--- config.mk ---
export PLATFORM = sky130hd
export DESIGN_NAME = iqs_ctrl
export DESIGN_NICKNAME = d
export VERILOG_FILES = /design/src/rtl/iqs_pkg.sv /design/src/rtl/iqs_ctrl.sv
export SDC_FILE = /design/constraint.sdc
export NUM_CORES = 1
export LEC_CHECK = 0
export ABC_AREA = 0
export CAP_MARGIN = 15
export CELL_PAD_IN_SITES_DETAIL_PLACEMENT = 1
export CELL_PAD_IN_SITES_GLOBAL_PLACEMENT = 2
export CORE_MARGIN = 1
export CORE_UTILIZATION = 30
export CTS_BUF_LIST = sky130_fd_sc_hd__clkbuf_2 sky130_fd_sc_hd__clkbuf_4 sky130_fd_sc_hd__clkbuf_8
export CTS_CLUSTER_DIAMETER = 60
export CTS_CLUSTER_SIZE = 8
export DETAILED_ROUTE_END_ITERATION = 10
export DONT_BUFFER_PORTS = 1
export PLACE_DENSITY = 0.89
export SLEW_MARGIN = 15
export SYNTH_ARGS = -nofsm -noshare
export SYNTH_HDL_FRONTEND = slang
export SYNTH_SLANG_ARGS = --single-unit
--- constraint.sdc ---
create_clock -name clock -period 3.2 [get_ports clock]
set_clock_uncertainty 0.2 [all_clocks]
set_input_delay 0.64 -clock clock [delete_from_list [all_inputs] [get_ports clock]]
set_output_delay 0.64 -clock clock [all_outputs]
set_load 0.1 [all_outputs]
--- src/rtl/iqs_pkg.sv ---
package iqs_pkg;

   localparam int DATA_W      = 32;
   localparam int FIELD_W     = 8;
   localparam int QUEUE_DEPTH = 128;
   localparam int QPTR_W      = 7;

   typedef struct packed {
      logic signed [DATA_W-1:0] value;
      logic                     is_last;
   } req_type;

   typedef struct packed {
      logic signed [DATA_W-1:0] sorted_value;
      logic                     last_out;
   } rsp_type;

   // queued range: first index and one past the last index
   typedef struct packed {
      logic [FIELD_W-1:0] lo;
      logic [FIELD_W-1:0] hb;
   } range_type;

   typedef enum logic [3:0] {
      ST_IDLE,
      ST_INIT,
      ST_Q_CHECK,
      ST_Q_LOAD,
      ST_PIV_RD,
      ST_PIV_LD,
      ST_P_RD,
      ST_P_CMP,
      ST_P_WR,
      ST_F_RD,
      ST_F_HI,
      ST_F_LO,
      ST_F_PUSH,
      ST_E_RD,
      ST_E_LD,
      ST_E_WAIT
   } state_type;

   typedef struct packed {
      logic load_item;     // store incoming value at the fill index
      logic q_seed;        // queue the whole set, rewind pointers
      logic q_pop;         // read the queue head
      logic range_load;    // take lo/hi from the popped range
      logic rd_pivot;      // read element at hi
      logic pivot_load;    // latch pivot
      logic rd_pair;       // read elements at j and i
      logic swap_lo;       // element[i] <= element[j]
      logic swap_hi;       // element[j] <= old element[i], advance i and j
      logic j_step;        // advance j only
      logic rd_split;      // read element at i
      logic put_hi;        // element[hi] <= element[i]
      logic put_lo;        // element[i] <= pivot, queue lower range
      logic push_upper;    // queue upper range
      logic emit_rd;       // read element at k
      logic out_load;      // load output register
      logic emit_next;     // advance k
      logic emit_done;     // empty the store
   } cmd_type;

   typedef struct packed {
      logic queue_empty;
      logic range_ok;
      logic j_at_hi;
      logic le_pivot;
      logic out_last;
   } status_type;

endpackage

--- src/rtl/iqs_ctrl.sv ---
module iqs_ctrl (
   input  logic                clock,
   input  logic                reset,
   input  logic                req_valid,
   input  logic                req_last,
   output logic                req_ready,
   output logic                rsp_valid,
   input  logic                rsp_ready,
   input  iqs_pkg::status_type status,
   output iqs_pkg::cmd_type    cmd
);

   iqs_pkg::state_type state_ff, state_in;

   always_ff @(posedge clock) begin
      if (reset) begin
         state_ff <= iqs_pkg::ST_IDLE;
      end else begin
         state_ff <= state_in;
      end
   end

   always_comb begin
      state_in  = state_ff;
      cmd       = '0;
      req_ready = 1'b0;
      rsp_valid = 1'b0;
      unique case (state_ff)
         iqs_pkg::ST_IDLE: begin
            req_ready = 1'b1;
            if (req_valid) begin
               cmd.load_item = 1'b1;
               if (req_last) begin
                  state_in = iqs_pkg::ST_INIT;
               end
            end
         end
         iqs_pkg::ST_INIT: begin
            cmd.q_seed = 1'b1;
            state_in   = iqs_pkg::ST_Q_CHECK;
         end
         iqs_pkg::ST_Q_CHECK: begin
            if (status.queue_empty) begin
               state_in = iqs_pkg::ST_E_RD;
            end else begin
               cmd.q_pop = 1'b1;
               state_in  = iqs_pkg::ST_Q_LOAD;
            end
         end
         iqs_pkg::ST_Q_LOAD: begin
            cmd.range_load = 1'b1;
            state_in = status.range_ok ? iqs_pkg::ST_PIV_RD : iqs_pkg::ST_Q_CHECK;
         end
         iqs_pkg::ST_PIV_RD: begin
            cmd.rd_pivot = 1'b1;
            state_in     = iqs_pkg::ST_PIV_LD;
         end
         iqs_pkg::ST_PIV_LD: begin
            cmd.pivot_load = 1'b1;
            state_in       = iqs_pkg::ST_P_RD;
         end
         iqs_pkg::ST_P_RD: begin
            if (status.j_at_hi) begin
               state_in = iqs_pkg::ST_F_RD;
            end else begin
               cmd.rd_pair = 1'b1;
               state_in    = iqs_pkg::ST_P_CMP;
            end
         end
         iqs_pkg::ST_P_CMP: begin
            if (status.le_pivot) begin
               cmd.swap_lo = 1'b1;
               state_in    = iqs_pkg::ST_P_WR;
            end else begin
               cmd.j_step = 1'b1;
               state_in   = iqs_pkg::ST_P_RD;
            end
         end
         iqs_pkg::ST_P_WR: begin
            cmd.swap_hi = 1'b1;
            state_in    = iqs_pkg::ST_P_RD;
         end
         iqs_pkg::ST_F_RD: begin
            cmd.rd_split = 1'b1;
            state_in     = iqs_pkg::ST_F_HI;
         end
         iqs_pkg::ST_F_HI: begin
            cmd.put_hi = 1'b1;
            state_in   = iqs_pkg::ST_F_LO;
         end
         iqs_pkg::ST_F_LO: begin
            cmd.put_lo = 1'b1;
            state_in   = iqs_pkg::ST_F_PUSH;
         end
         iqs_pkg::ST_F_PUSH: begin
            cmd.push_upper = 1'b1;
            state_in       = iqs_pkg::ST_Q_CHECK;
         end
         iqs_pkg::ST_E_RD: begin
            cmd.emit_rd = 1'b1;
            state_in    = iqs_pkg::ST_E_LD;
         end
         iqs_pkg::ST_E_LD: begin
            cmd.out_load = 1'b1;
            state_in     = iqs_pkg::ST_E_WAIT;
         end
         iqs_pkg::ST_E_WAIT: begin
            rsp_valid = 1'b1;
            if (rsp_ready) begin
               if (status.out_last) begin
                  cmd.emit_done = 1'b1;
                  state_in      = iqs_pkg::ST_IDLE;
               end else begin
                  cmd.emit_next = 1'b1;
                  state_in      = iqs_pkg::ST_E_RD;
               end
            end
         end
         default: begin
            state_in = iqs_pkg::ST_IDLE;
         end
      endcase
   end

endmodule

==> reports/metrics.cfg <==
[logic_synthesis]
synth_top_area_share = 0.1773
ys_seq_area_frac = 0.1773
synth_common_cells = nor2_1 (12), nand2_1 (9), nor3_1 (9), nand2b_1 (6), a21oi_1 (5)
yosysMostFrequentCell = nor2_1
synth_largest_area_cell = dfxtp_1
avgSynthCellArea_um2 = 6.362
synth.cell_area_um2 = 451.7
synth-edff-count = 0
synth.ff_latch_count = 4
synth_cell_types = 23
postSynthCellCount = 71
ys.flop_type = dfxtp_1
synthTopCellsByArea = dfxtp_1 (18%), nor3_1 (10%), nor2_1 (10%)
syn-num-nets = 81
async_reset_ff_frac = 0
ys_warn_count = 0

[critical_path]
cp_data_arrival_time_ns = 2.05
r2r-end = state_ff[3]
reg2reg_depth = 4
reg2reg_setup_slack_ns = 1.27
cp-start-kind = register
worstPathMaxFanout = 14
r2r_start = state_ff[3]
critPathCaptureType = output pin
crit_required_ns = 2.36
crit_type = register to output pin

[layout]
final_cells = 107
final_nets = 104
syn_to_final_growth_pct = 77.56
top_regs = state_ff: 4 flops
largest_register_ffs = 4
antenna_cells = 0
top_register = state_ff
drive_gt1_frac = 0.5217
final_cell_area_um2 = 802.0

[pwr]
leakage_nw = 0.3124
pwr_density_cell_nw_per_um2 = 347.0
ir_drop_v = 0.0003130

[timing]
period_minus_slack_ns = 2.887
whs_ns = 0.2931
tightestPinTransition_ns = 0.7002
finalMaxSlewViolations = 0
finalCritPeriodShare = 0.9020
rsz0062_at_grt = no
setup_viol = 0
fin_ws_ns = 0.3135
hold_viol = 0
max_freq_mhz = 346.4
relSlewSlack = 0.5326
finalSetupTns_ns = 0

[global_route]
grt_usage = 0.2197
grt_pass1_vias = 534
grt-ovfl-total = 0
grt_max_degree = 16
grt_pass1_wl_mm = 2.449
antenna_found_initial = 0

[routing]
wirelength_mm = 1.648
avgRoutedWirePerCell_um = 15.40
ant_nets = 0
dr.pass1.iters = 4
via_count = 614
dr.first_iter.drc_count = 11
viasPerCell = 5.738
drc = 0

[clocking]
clkLatencyLatePin_ns = 0.23
cts_setup_buffers = 0
cts_hold_buf = 0
clockBufferDepth = 2
clock_sinks = 4
cts_root_buffer = clkbuf_4
cts_resized = 0
h-tree-depth = 1
cts_made_buffers = 3
path_clk_slew_ns = 0.04
cts_tree = yes

[placement]
dp_slack_ns = 0.5862
dpl_cell_area_um2 = 779.5
dp.cells = 104
dp.final_hpwl_mm = 1.361
gp_congestion = 0.7414
io_buffer_count = 0

[hold_path]
holdPathEnd = state_ff[0]
hp-start = state_ff[0]
hold_class = register to register
hold_depth = 1

[die]
io_pins = 30
core_um2 = 1350
dieArea_um2 = 1665
fp-row-count = 13
die_w_um = 40.80
initial_core_util = 0.3346
fp.dieH_um = 40.80

[status]
status = finished clean

[flow_run]
max_cap_viol_count = 0

## kinds of logic after synthesis
group                  synth area share
buffers and inverters           0.08309
flip-flops                       0.1773
multiplexers                    0.02493
AO/OA/AOI/OAI                    0.2022
AND/OR/NAND/NOR                  0.5125
## area by class of cell
| type | instances | area [µm²] |
|---|---|---|
| fill | 167 | 548.0 |
| multi-input combinational | 60 | 488.0 |
| timing repair buffer | 23 | 185.2 |
| sequential | 4 | 80.08 |
| clock buffer | 3 | 22.52 |
| tap | 15 | 18.77 |
| inverter | 2 | 7.507 |
## stage by stage
| stage | total power, mW | util |
|---|---|---|
| after floorplan | 0.1793 | - |
| after global placement | 0.2150 | 0.5774 |
| after detailed placement | 0.2199 | 0.5774 |
| after CTS | 0.2829 | 0.5941 |
| after global routing | 0.2946 | 0.5941 |
| final | 0.2783 | 0.5941 |
## critical path, cell delays in order (launching register included)
cell and delay [ns]:
dfxtp_1 0.76, nand2_1 0.40, nor2_2 0.24, and3_2 0.23, buf_12 0.17
## cell usage in the layout, fill, tap and decap left out, types with 3 or more instances in the layout
cell type  netlist  routed
buf_4            2      22
nand2_1          9       9
nor3_4           0       8
nor2_2           0       7
nand2b_1         6       6
nor2_1          12       5
a21oi_1          5       5
dfxtp_1          4       4
nor4_4           0       3
clkbuf_4         0       3
## routing by layer
layer  up-vias  global-route usage  wire [µm]
li1        294                   -          -
met1       296              0.2825        720
met2        24              0.3867        861
met3         0             0.02174         66
met4         0             0.05000          0
met5         -                   0          0
## power breakdown
| group | total, mW | switching, mW | internal [mW] |
|---|---|---|---|
| Sequential | 0.0640 | 0.00975 | 0.0542 |
| Clock | 0.0601 | 0.0183 | 0.0418 |
| Combinational | 0.154 | 0.115 | 0.0395 |
## worst max path at each step
stage	from	to	slack [ns]
6_report	state_ff[3]	cmd[0]	0.31
5_1_grt	state_ff[3]	cmd[0]	0.22
4_1_cts	state_ff[3]	cmd[0]	0.33
3_5_place_dp	state_ff[3]	cmd[0]	0.59
3_3_place_gp	state_ff[3]	cmd[1]	0.71
2_1_floorplan	state_ff[3]	cmd[17]	-0.77
No activity file was read; power rests on OpenSTA's default activity.
